$ cat src/rtl/core/lcdnw_pkg.sv
// types, constants and microcode table for the character lcd nibble write sequencer
`timescale 1ns / 1ps
`default_nettype none

package lcdnw_pkg;

    // request operations
    localparam logic [1:0] OP_COMMAND = 2'd0;
    localparam logic [1:0] OP_DATA    = 2'd1;
    localparam logic [1:0] OP_INIT    = 2'd2;

    // configuration register indexes
    localparam logic [2:0] REG_ENABLE_HIGH = 3'd0;
    localparam logic [2:0] REG_ENABLE_LOW  = 3'd1;
    localparam logic [2:0] REG_CMD_WAIT    = 3'd2;
    localparam logic [2:0] REG_POWER_UP    = 3'd3;
    localparam logic [2:0] REG_INIT_LONG   = 3'd4;
    localparam logic [2:0] REG_INIT_SHORT  = 3'd5;

    localparam int CFG_W    = 16;
    localparam int HOLD_W   = 20;
    localparam int ADDR_W   = 5;
    localparam int DATA_W   = 32;

    // reset values
    localparam logic [CFG_W-1:0]  RST_ENABLE_HIGH = 16'd5;
    localparam logic [CFG_W-1:0]  RST_ENABLE_LOW  = 16'd50;
    localparam logic [CFG_W-1:0]  RST_CMD_WAIT    = 16'd2000;
    localparam logic [HOLD_W-1:0] RST_POWER_UP    = 20'd50000;
    localparam logic [CFG_W-1:0]  RST_INIT_LONG   = 16'd5000;
    localparam logic [CFG_W-1:0]  RST_INIT_SHORT  = 16'd150;

    // program layout
    localparam int STEP_W = 5;
    localparam logic [STEP_W-1:0] BYTE_START = 5'd0;
    localparam logic [STEP_W-1:0] INIT_START = 5'd4;
    localparam logic [STEP_W-1:0] PROG_LAST  = 5'd28;

    typedef struct packed {
        logic [1:0] operation;
        logic [7:0] value;
    } t_in_item;

    typedef struct packed {
        logic              reg_select;
        logic              enable;
        logic [3:0]        bus_nibble;
        logic [HOLD_W-1:0] hold_us;
        logic              last;
    } t_out_item;

    typedef enum logic [1:0] {
        NIB_HIGH,
        NIB_LOW,
        NIB_CONST
    } t_nib_sel;

    typedef enum logic [1:0] {
        HOLD_ENABLE_HIGH,
        HOLD_ENABLE_LOW,
        HOLD_POWER_UP
    } t_hold_sel;

    typedef enum logic [1:0] {
        EXTRA_NONE,
        EXTRA_CMD,
        EXTRA_LONG,
        EXTRA_SHORT
    } t_extra_sel;

    typedef struct packed {
        logic       enable;
        t_nib_sel   nib_sel;
        logic [3:0] nib_const;
        t_hold_sel  hold_sel;
        t_extra_sel extra_sel;
        logic       last;
    } t_ucode;

    function automatic t_ucode mk_word(
        input logic       enable,
        input t_nib_sel   nib_sel,
        input logic [3:0] nib_const,
        input t_hold_sel  hold_sel,
        input t_extra_sel extra_sel,
        input logic       last
    );
        t_ucode w;
        w.enable    = enable;
        w.nib_sel   = nib_sel;
        w.nib_const = nib_const;
        w.hold_sel  = hold_sel;
        w.extra_sel = extra_sel;
        w.last      = last;
        return w;
    endfunction

    // E high half of a constant nibble
    function automatic t_ucode mk_pulse(input logic [3:0] nib);
        return mk_word(1'b1, NIB_CONST, nib, HOLD_ENABLE_HIGH, EXTRA_NONE, 1'b0);
    endfunction

    // E low half of a constant nibble
    function automatic t_ucode mk_settle(input logic [3:0] nib, input t_extra_sel extra,
                                         input logic last);
        return mk_word(1'b0, NIB_CONST, nib, HOLD_ENABLE_LOW, extra, last);
    endfunction

    // control store: byte write at BYTE_START, init run at INIT_START
    function automatic t_ucode ucode_rom(input logic [STEP_W-1:0] addr);
        t_ucode w;
        case (addr)
            5'd0:  w = mk_word(1'b1, NIB_HIGH, 4'h0, HOLD_ENABLE_HIGH, EXTRA_NONE, 1'b0);
            5'd1:  w = mk_word(1'b0, NIB_HIGH, 4'h0, HOLD_ENABLE_LOW, EXTRA_NONE, 1'b0);
            5'd2:  w = mk_word(1'b1, NIB_LOW, 4'h0, HOLD_ENABLE_HIGH, EXTRA_NONE, 1'b0);
            5'd3:  w = mk_word(1'b0, NIB_LOW, 4'h0, HOLD_ENABLE_LOW, EXTRA_CMD, 1'b1);
            5'd4:  w = mk_word(1'b0, NIB_CONST, 4'h0, HOLD_POWER_UP, EXTRA_NONE, 1'b0);
            5'd5:  w = mk_pulse(4'h3);
            5'd6:  w = mk_settle(4'h3, EXTRA_LONG, 1'b0);
            5'd7:  w = mk_pulse(4'h3);
            5'd8:  w = mk_settle(4'h3, EXTRA_SHORT, 1'b0);
            5'd9:  w = mk_pulse(4'h3);
            5'd10: w = mk_settle(4'h3, EXTRA_NONE, 1'b0);
            5'd11: w = mk_pulse(4'h2);
            5'd12: w = mk_settle(4'h2, EXTRA_NONE, 1'b0);
            5'd13: w = mk_pulse(4'h2);
            5'd14: w = mk_settle(4'h2, EXTRA_NONE, 1'b0);
            5'd15: w = mk_pulse(4'h8);
            5'd16: w = mk_settle(4'h8, EXTRA_CMD, 1'b0);
            5'd17: w = mk_pulse(4'h0);
            5'd18: w = mk_settle(4'h0, EXTRA_NONE, 1'b0);
            5'd19: w = mk_pulse(4'hC);
            5'd20: w = mk_settle(4'hC, EXTRA_CMD, 1'b0);
            5'd21: w = mk_pulse(4'h0);
            5'd22: w = mk_settle(4'h0, EXTRA_NONE, 1'b0);
            5'd23: w = mk_pulse(4'h6);
            5'd24: w = mk_settle(4'h6, EXTRA_CMD, 1'b0);
            5'd25: w = mk_pulse(4'h0);
            5'd26: w = mk_settle(4'h0, EXTRA_NONE, 1'b0);
            5'd27: w = mk_pulse(4'h1);
            5'd28: w = mk_settle(4'h1, EXTRA_CMD, 1'b1);
            default: w = mk_word(1'b0, NIB_CONST, 4'h0, HOLD_ENABLE_LOW, EXTRA_NONE, 1'b1);
        endcase
        return w;
    endfunction

endpackage

`default_nettype wire

$ cat src/rtl/core/char_lcd_nibble_write_sequencer.sv
// top level of the character lcd nibble write sequencer
`timescale 1ns / 1ps
`default_nettype none

// Turns each request (command byte, data byte or power-on init) into a run of
// timed pin events for a 4-bit character lcd: rs, e, d7..d4 and a hold time in
// microseconds, with last marking the final event of the run. A byte request
// gives four events (high nibble then low nibble, each e high then e low) and
// the init request gives 25 events. The pace is one microcode step per cycle:
// a step counter walks a 29-word control store and each word produces one
// event into the output register, so output stall stretches a run cycle for
// cycle. A new request is taken in the cycle that the final event of the
// previous run is issued. Operation code 3 is accepted and produces no events.
// The six timing registers sit on an apb port at byte addresses 4*index; write
// them only while no run is active.
module char_lcd_nibble_write_sequencer (
    input  wire                           i_clk,
    input  wire                           i_rst_n,
    // request channel
    input  wire                           i_in_valid,
    output logic                          o_in_stall,
    input  lcdnw_pkg::t_in_item           i_in_data,
    // pin event channel
    output logic                          o_out_valid,
    input  wire                           i_out_stall,
    output lcdnw_pkg::t_out_item          o_out_data,
    // configuration port
    input  wire                           psel,
    input  wire                           penable,
    input  wire                           pwrite,
    input  wire [lcdnw_pkg::ADDR_W-1:0]   paddr,
    input  wire [lcdnw_pkg::DATA_W-1:0]   pwdata,
    output logic [lcdnw_pkg::DATA_W-1:0]  prdata,
    output logic                          pready
);

    // timing registers
    logic [lcdnw_pkg::CFG_W-1:0]  r_enable_high;
    logic [lcdnw_pkg::CFG_W-1:0]  r_enable_low;
    logic [lcdnw_pkg::CFG_W-1:0]  r_cmd_wait;
    logic [lcdnw_pkg::HOLD_W-1:0] r_power_up;
    logic [lcdnw_pkg::CFG_W-1:0]  r_init_long;
    logic [lcdnw_pkg::CFG_W-1:0]  r_init_short;

    // sequencer state
    logic                         r_busy;
    logic [lcdnw_pkg::STEP_W-1:0] r_step;
    logic                         r_rs;
    logic [7:0]                   r_value;

    // output register
    logic                 r_out_valid;
    lcdnw_pkg::t_out_item r_out;

    logic                         cfg_write;
    logic [2:0]                   cfg_index;
    logic                         in_accept;
    logic                         issue;
    lcdnw_pkg::t_ucode            word;
    lcdnw_pkg::t_out_item         n_out;
    logic [lcdnw_pkg::HOLD_W-1:0] hold_base;
    logic [lcdnw_pkg::CFG_W-1:0]  hold_extra;
    logic [lcdnw_pkg::STEP_W-1:0] n_step;

    // ---------------------------------------------------------------------
    // apb register file
    // ---------------------------------------------------------------------
    assign pready    = 1'b1;
    assign cfg_index = paddr[4:2];
    assign cfg_write = psel && penable && pwrite;

    always_ff @(posedge i_clk) begin
        if (!i_rst_n) begin
            r_enable_high <= lcdnw_pkg::RST_ENABLE_HIGH;
            r_enable_low  <= lcdnw_pkg::RST_ENABLE_LOW;
            r_cmd_wait    <= lcdnw_pkg::RST_CMD_WAIT;
            r_power_up    <= lcdnw_pkg::RST_POWER_UP;
            r_init_long   <= lcdnw_pkg::RST_INIT_LONG;
            r_init_short  <= lcdnw_pkg::RST_INIT_SHORT;
        end else if (cfg_write) begin
            unique case (cfg_index)
                lcdnw_pkg::REG_ENABLE_HIGH: r_enable_high <= pwdata[lcdnw_pkg::CFG_W-1:0];
                lcdnw_pkg::REG_ENABLE_LOW:  r_enable_low  <= pwdata[lcdnw_pkg::CFG_W-1:0];
                lcdnw_pkg::REG_CMD_WAIT:    r_cmd_wait    <= pwdata[lcdnw_pkg::CFG_W-1:0];
                lcdnw_pkg::REG_POWER_UP:    r_power_up    <= pwdata[lcdnw_pkg::HOLD_W-1:0];
                lcdnw_pkg::REG_INIT_LONG:   r_init_long   <= pwdata[lcdnw_pkg::CFG_W-1:0];
                lcdnw_pkg::REG_INIT_SHORT:  r_init_short  <= pwdata[lcdnw_pkg::CFG_W-1:0];
                default: ; // unmapped addresses ignore writes
            endcase
        end
    end

    always_comb begin
        unique case (cfg_index)
            lcdnw_pkg::REG_ENABLE_HIGH: prdata = {16'd0, r_enable_high};
            lcdnw_pkg::REG_ENABLE_LOW:  prdata = {16'd0, r_enable_low};
            lcdnw_pkg::REG_CMD_WAIT:    prdata = {16'd0, r_cmd_wait};
            lcdnw_pkg::REG_POWER_UP:    prdata = {12'd0, r_power_up};
            lcdnw_pkg::REG_INIT_LONG:   prdata = {16'd0, r_init_long};
            lcdnw_pkg::REG_INIT_SHORT:  prdata = {16'd0, r_init_short};
            default:                    prdata = '0;
        endcase
    end

    // ---------------------------------------------------------------------
    // microcode fetch and event datapath
    // ---------------------------------------------------------------------
    assign word = lcdnw_pkg::ucode_rom(r_step);

    // a step issues whenever the output register is free or being emptied
    assign issue = r_busy && (!r_out_valid || !i_out_stall);

    // next request may come in alongside the final event of the current run
    assign o_in_stall = r_busy && !(issue && word.last);
    assign in_accept  = i_in_valid && !o_in_stall;

    always_comb begin
        unique case (word.hold_sel)
            lcdnw_pkg::HOLD_ENABLE_HIGH: hold_base = {4'd0, r_enable_high};
            lcdnw_pkg::HOLD_ENABLE_LOW:  hold_base = {4'd0, r_enable_low};
            lcdnw_pkg::HOLD_POWER_UP:    hold_base = r_power_up;
            default:                     hold_base = {4'd0, r_enable_low};
        endcase
    end

    always_comb begin
        unique case (word.extra_sel)
            lcdnw_pkg::EXTRA_NONE:  hold_extra = '0;
            // command wait applies only to rs low runs
            lcdnw_pkg::EXTRA_CMD:   hold_extra = r_rs ? '0 : r_cmd_wait;
            lcdnw_pkg::EXTRA_LONG:  hold_extra = r_init_long;
            lcdnw_pkg::EXTRA_SHORT: hold_extra = r_init_short;
            default:                hold_extra = '0;
        endcase
    end

    always_comb begin
        n_out.reg_select = r_rs;
        n_out.enable     = word.enable;
        unique case (word.nib_sel)
            lcdnw_pkg::NIB_HIGH:  n_out.bus_nibble = r_value[7:4];
            lcdnw_pkg::NIB_LOW:   n_out.bus_nibble = r_value[3:0];
            lcdnw_pkg::NIB_CONST: n_out.bus_nibble = word.nib_const;
            default:              n_out.bus_nibble = word.nib_const;
        endcase
        // low plus extra stays below 2^17, no overflow out of 20 bits
        n_out.hold_us = hold_base + {4'd0, hold_extra};
        n_out.last    = word.last;
    end

    assign n_step = r_step + 1'b1;

    // step counter and request latch
    always_ff @(posedge i_clk) begin
        if (!i_rst_n) begin
            r_busy <= 1'b0;
            r_step <= lcdnw_pkg::BYTE_START;
        end else if (in_accept) begin
            r_busy <= (i_in_data.operation == lcdnw_pkg::OP_COMMAND) ||
                      (i_in_data.operation == lcdnw_pkg::OP_DATA) ||
                      (i_in_data.operation == lcdnw_pkg::OP_INIT);
            r_step <= (i_in_data.operation == lcdnw_pkg::OP_INIT) ?
                      lcdnw_pkg::INIT_START : lcdnw_pkg::BYTE_START;
        end else if (issue) begin
            if (word.last) begin
                r_busy <= 1'b0;
            end else begin
                r_step <= n_step;
            end
        end
    end

    always_ff @(posedge i_clk) begin
        if (in_accept) begin
            r_rs    <= (i_in_data.operation == lcdnw_pkg::OP_DATA);
            r_value <= i_in_data.value;
        end
    end

    // output register
    always_ff @(posedge i_clk) begin
        if (!i_rst_n) begin
            r_out_valid <= 1'b0;
        end else if (issue) begin
            r_out_valid <= 1'b1;
        end else if (!i_out_stall) begin
            r_out_valid <= 1'b0;
        end
    end

    always_ff @(posedge i_clk) begin
        if (issue) begin
            r_out <= n_out;
        end
    end

    assign o_out_valid = r_out_valid;
    assign o_out_data  = r_out;

`ifndef SYNTHESIS
    // step counter never runs past the end of the program
    a_step_range: assert property (@(posedge i_clk) disable iff (!i_rst_n)
        r_busy |-> (r_step <= lcdnw_pkg::PROG_LAST))
        else $error("step counter beyond program end");

    // a valid request starts a run
    a_run_starts: assert property (@(posedge i_clk) disable iff (!i_rst_n)
        (in_accept && ((i_in_data.operation == lcdnw_pkg::OP_COMMAND) ||
                       (i_in_data.operation == lcdnw_pkg::OP_DATA) ||
                       (i_in_data.operation == lcdnw_pkg::OP_INIT))) |=> r_busy)
        else $error("accepted request did not start a run");

    // final step ends the run unless a new request comes in
    a_run_ends: assert property (@(posedge i_clk) disable iff (!i_rst_n)
        (issue && word.last && !in_accept) |=> !r_busy)
        else $error("run did not end after final step");

    // an issued event always reaches the output register
    a_issue_shows: assert property (@(posedge i_clk) disable iff (!i_rst_n)
        issue |=> (o_out_valid && (o_out_data.last == $past(word.last))))
        else $error("issued event missing from output");
`endif

endmodule

`default_nettype wire
$ cat config.mk
export PLATFORM = sky130hd
export DESIGN_NAME = char_lcd_nibble_write_sequencer
export DESIGN_NICKNAME = d
export VERILOG_FILES = /design/src/rtl/core/lcdnw_pkg.sv /design/src/rtl/core/char_lcd_nibble_write_sequencer.sv
export SDC_FILE = /design/constraint.sdc
export NUM_CORES = 1
export LEC_CHECK = 0
export BUFFER_PORTS_ARGS = -buffer_cell sky130_fd_sc_hd__buf_2
export CAP_MARGIN = 10
export CORE_ASPECT_RATIO = 0.6
export CORE_UTILIZATION = 45
export CTS_BUF_LIST = sky130_fd_sc_hd__clkbuf_16
export DETAILED_ROUTE_END_ITERATION = 6
export PLACE_DENSITY = 0.71
export SETUP_SLACK_MARGIN = 0.2
export SYNTH_ARGS = -nofsm -noshare
export SYNTH_HDL_FRONTEND = slang
export SYNTH_SLANG_ARGS = --single-unit
$ cat constraint.sdc
create_clock -name i_clk -period 8.6 [get_ports i_clk]
set_clock_uncertainty 0.1 [all_clocks]
set_input_delay 0.86 -clock i_clk [delete_from_list [all_inputs] [get_ports i_clk]]
set_output_delay 0.86 -clock i_clk [all_outputs]
set_load 0.05 [all_outputs]
==> Yosys cells after proc, flatten, opt, wreduce, memory -nomap -nowiden <==
Memory sizes are Yosys's and may differ from the RTL's. A register that Yosys moved wholly into a read port is not among the register bits.
Index checks and enable logic that the tools add are counted.
{ "op_classes": {"add_sub_neg": 2, "n_mul": 0, "div_mod_pow": 0, "magnitude_cmp": 0, "n_eq_ne": 14, "shift": 0, "n_mux": 16, "bitwise": 0, "reduce_logical": 28} }
{ "op_table": {"columns": ["op", "count"], "rows": [
  ["20-bit one-hot mux with 6 select lines", 1],
  ["16-bit one-hot mux with 4 select lines", 1],
  ["20-bit one-hot mux with 2 select lines", 1],
  ["5-bit two-way mux", 5],
  ["20-bit by 16-bit adder with 20-bit output", 1],
  ["16-bit two-way mux", 1],
  ["2-bit AND reduction", 8],
  ["2-bit equality test, second input constant", 4],
  ["2-bit logical NOT", 4],
  ["4-bit one-hot mux with 2 select lines", 1],
  ["2-bit by 1-bit equality test with 1-bit output, second input constant", 3],
  ["3-bit by 2-bit equality test with 1-bit output, second input constant", 2],
  ["3-bit equality test, second input constant", 2],
  ["1-bit logical AND", 6],
  ["5-bit by 1-bit adder with 5-bit output, second input constant", 1],
  ["1-bit two-way mux", 5],
  ["1-bit logical NOT", 4],
  ["2-bit nonzero test", 2],
  ["3-bit by 1-bit equality test with 1-bit output, second input constant", 1],
  ["3-bit logical NOT", 1],
  ["1-bit logical OR", 3],
  ["3-bit two-way mux", 1],
  ["2-bit by 1-bit != test with 1-bit output, second input constant", 1],
  ["2-bit != test, second input constant", 1]
]} }
{ "word_totals": {"regBits": 143, "latchBits": 0, "ram_bits": 0, "romBits": 384, "inputBits": 54, "out_inout_bits": 62, "mem_count": 1} }
{ "mem_list": {"columns": ["memory", "depth", "width", "read_ports", "rd_clocked_by_memory_dff", "wr", "line", "text"], "rows": [
  ["(no name shown)", 32, 12, 1, 1, 0, "lcdnw_pkg.sv:112", "case (addr)"]
]} }

==> Depth between registers and ports, before layout <==
{ "logic_depth": {"depth_word": 12, "mapped_depth": 13, "ltp_nobuf": 11} }

==> Worst setup path before layout <==
OpenSTA, ideal clock, no wires.
{ "synth_timing": {"path_kind": "input to register", "startpoint": "in i_out_stall", "endpoint": "reg, netlist name word[11]", "setup_time_ns": 0.117, "arrival_ns": 3.601, "required_ns": 8.383, "setup_slack_ns": 4.782, "stages": 11, "path_buffers": 2, "cell_sequence": "a21boi_1 a32o_1 a221o_1 and2_1 buf_6 inv_6 buf_8 ha_1 nor3_1 a21oi_1 o22a_1"} }
{ "synth_between": {"elab_chain_len": 12, "word_cells_on_any_way": 14, "cone_classes": "1 x eq/ne; 3 x mux; 10 x reduce/logical"} }
{ "synth_rtl": {"columns": ["item", "line", "text"], "rows": [
  ["from (decl)", "char_lcd_nibble_write_sequencer.sv:25", "input wire i_out_stall,"],
  ["1-bit logical NOT (*)", null, null],
  ["1-bit logical OR (*)", "char_lcd_nibble_write_sequencer.sv:111", "assign issue = r_busy && (!r_out_valid || !i_out_stall);"],
  ["1-bit logical AND (*)", "char_lcd_nibble_write_sequencer.sv:111", null],
  ["1-bit logical AND", "char_lcd_nibble_write_sequencer.sv:114", "assign o_in_stall = r_busy && !(issue && word.last);"],
  ["1-bit logical NOT", "char_lcd_nibble_write_sequencer.sv:114", null],
  ["1-bit logical AND", "char_lcd_nibble_write_sequencer.sv:114", null],
  ["1-bit logical NOT", "char_lcd_nibble_write_sequencer.sv:115", "assign in_accept = i_in_valid && !o_in_stall;"],
  ["1-bit logical AND", "char_lcd_nibble_write_sequencer.sv:115", null],
  ["2-bit != test (no line) or 2-bit nonzero test (tied branches)", null, null],
  ["2-bit AND reduction (no line)", null, null],
  ["5-bit two-way mux (no line) (*) (2 in a row)", null, null]
]} }
Mark *: on every way between the ends. The rest lies on a longest branch, timed or not.
A chain may end at the register's enable or synchronous reset.

==> run metrics <==
number of ports placed on the die boundary=116; global-route wire length before repair=37700 um; cell row count=37; arrival time at the worst endpoint=4.08 ns; post-CTS setup buffer count=0; Yosys cell types=69; cell area after technology mapping=8110 sq um; Routed WL per cell=19.4 um; maximum number of pins on one net before global-route repair=105; maximum capacitance violations=0; number of design-rule violations left by the first detailed-router iteration=1071; adder-cell share of the synthesized area=3.64%; synthesized netlist cell count=950; Worst Min Path Start=word[11]; synthesized-area fraction occupied by xor and xnor cells=2.24%; buffer cell driving the clock tree root=clkbuf_16; status=finished, final reports clean; die width=175 um; most frequent standard cell in the layout excluding fill and tap cells=nand2_1; Vias per Instance=5.82; setup repair after global routing missed its margin=no; Period minus WS final=4.00 ns; TritonCTS Buffers=17; Layout Area Growth over Synthesis=13.8%; HPWL after DPL=15900 um; first-pass iteration count of the detailed router=5; maximum level of the CTS H-tree=4; hold-fix buffer count after cts=0; peak supply drop=0.118 mV; clock sinks=155; share of cells above drive strength 1=14.5%; clock-pin slew on the worst setup and hold paths=0.07 ns; total number of vias=7298; critical path data required time=8.68 ns; Initial Util=46.7%; number of buffers on the longest clock path=2; launch point of the worst reg-to-reg path=word[1]; antenna violations before repair=1; Highest Clock Rate=250 MHz; timing startpoint of the critical path=word[1]; area fraction in and, or, nand and nor cells after synthesis=21.4%; share of the clock period used by the worst path after layout=46.5%; critical path startpoint category=flop; Fin Setup TNS=0 ns; remaining global-route overflow=0; commonest non-fill, non-tap cells in the layout=nand2_1, dfxtp_1, buf_2; Antenna Cells=0; top fanout value on the critical path=17; GRT Util Overall=26.8%; number of placed cells counting well taps=1221; largest family of logic cells by synthesized area=compound AO/OA/AOI/OAI gates; total count of hold-check failures in the final report=0; sequential fraction of the synthesis area=42.7%; source-to-sink clock delay at the later pin of the worst-skew pair=0.43 ns; Fillers=1614; CTS tree=built; Die ar.=18600 sq um; Power Total=1.72 mW; Syn. warnings=0; PostCTS Resize Cnt=0; kind of critical path=reg2reg; net total in the final layout=1083; non-filler instance count after layout=1253; sum of routed wire length over all layers=24300 um; Slew @ Worst Pin=1.32 ns; number of remaining DRC errors=0; flip-flop cell with the highest count after synthesis=dfxtp_1; capturing element type of the critical path=flop; post-synthesis area per instance=8.53 sq um; power density over the cells=186 nW/um^2; number of flops mapped to enable cells by yosys=36; vertical die dimension=106 um; core area=17400 sq um; final setup violating endpoints=0; Seq cells post-synth=155; Max transition margin=12.0%; share of the synthesized area in compound gates (AO/OA/AOI/OAI)=22.2%; static leakage=3.57 nW; class of the tightest hold or removal check=reg2reg; port bufs=88; portion of netlist area occupied by mux cells=2.84%; number of global-route vias before repair=6524; Final GP Congestion=0.906; count of final max-slew check failures=0; remaining antenna violation count=0; proportion of register bits with asynchronous set or reset after synthesis=0%
## cell type report
type	instances	area, sq um	area share, %
repair buffers	99	523	5.67
clock inverters	14	144	1.56
inverters	10	42.5	0.461
well taps	234	293	3.18
clock buffers	18	450	4.89
flip-flops and latches	155	3460	37.6
multi-input cells	723	4300	46.7
## power by group
| group | leakage, nW | total (mW) | switching (mW) | internal [mW] |
|---|---|---|---|---|
| combinational | 1.97 | 0.181 | 0.135 | 0.0453 |
| clock | 0.293 | 0.761 | 0.316 | 0.445 |
| sequential | 1.30 | 0.775 | 0.0104 | 0.764 |
| total | 3.57 | 1.72 | 0.462 | 1.25 |
## synthesized netlist by cell type, types with 6 or more instances
master | n | share of area [%]
edfxtp_1 | 36 | 13
nand2_1 | 263 | 12
and2_1 | 11 | 0.85
a22o_1 | 17 | 1.8
dfxtp_1 | 119 | 29
ha_1 | 22 | 3.4
xor2_1 | 6 | 0.65
inv_1 | 9 | 0.42
buf_2 | 8 | 0.49
o21ai_0 | 48 | 3.0
nand3_1 | 46 | 2.8
clkbuf_1 | 48 | 2.2
a21boi_0 | 73 | 6.8
xnor2_1 | 11 | 1.2
nand2b_1 | 19 | 1.5
buf_4 | 13 | 1.2
nor2b_1 | 6 | 0.46
mux2i_1 | 23 | 2.8
nor2_1 | 15 | 0.69
a22oi_1 | 49 | 4.5
a21oi_1 | 22 | 1.4
## layer usage
metal  GRT usage (%)  up-vias  part of all wire [%]
met2            34.9      417                    38
li1                -     3409                     -
met4            5.90        2                  0.97
met3            8.40       25                    12
met1            41.8     3445                    48
met5               0        -                 0.053
## flip-flops by register name, summed over array words and instances (netlist names), 5 cells and up
signal         flops
word              12
r_enable_low      16
r_power_up        20
r_value            8
o_out_data        27
r_init_short      16
r_enable_high     16
r_init_long       16
r_cmd_wait        16
r_step             5
## cells by family (layout without fill, tap and decap cells)
family / after synthesis / after routing
AOI/OAI and AO/OA: 253 / 253
DFF: 155 / 155
xor gates and xnor gates: 19 / 19
other: 2 / 13
muxes: 23 / 23
buffers and inverters: 83 / 141
adders and majority gates: 23 / 23
and+or+nand+nor: 392 / 392
## final timing paths
kind	cells after the start	end	slack (ns)
worst max-delay path	10	o_out_data[17]	4.60
worst min-delay path	0	o_out_data[25]	0.31
worst min register to register	0	o_out_data[25]	0.31
worst max register to register	10	o_out_data[17]	4.60
## worst max-delay path, stage by stage, from the launching register on
cell and delay (ns):
dfxtp_1 0.82, nor2b_1 0.28, buf_4 0.27, a22o_1 0.30, fa_1 0.50, a211o_1 0.29, a41o_1 0.27, a311oi_2 0.49
o21a_1 0.20, o21ai_1 0.07, xnor2_1 0.14
## metrics by stage
step | instance area (sq um) | setup WS, ns | hold WS, ns | utilization [%]
floorplan | 8150 | 4.78 | 0.286 | -
global placement | 8630 | 4.72 | 0.288 | 49.7
detailed placement | 8630 | 4.70 | 0.291 | 49.7
CTS | 9220 | 4.69 | 0.307 | 53.1
global route | 9220 | 4.38 | 0.326 | 53.1
finish | 9220 | 4.60 | 0.312 | 53.1
Note: power is estimated with default switching activity, not from simulation.
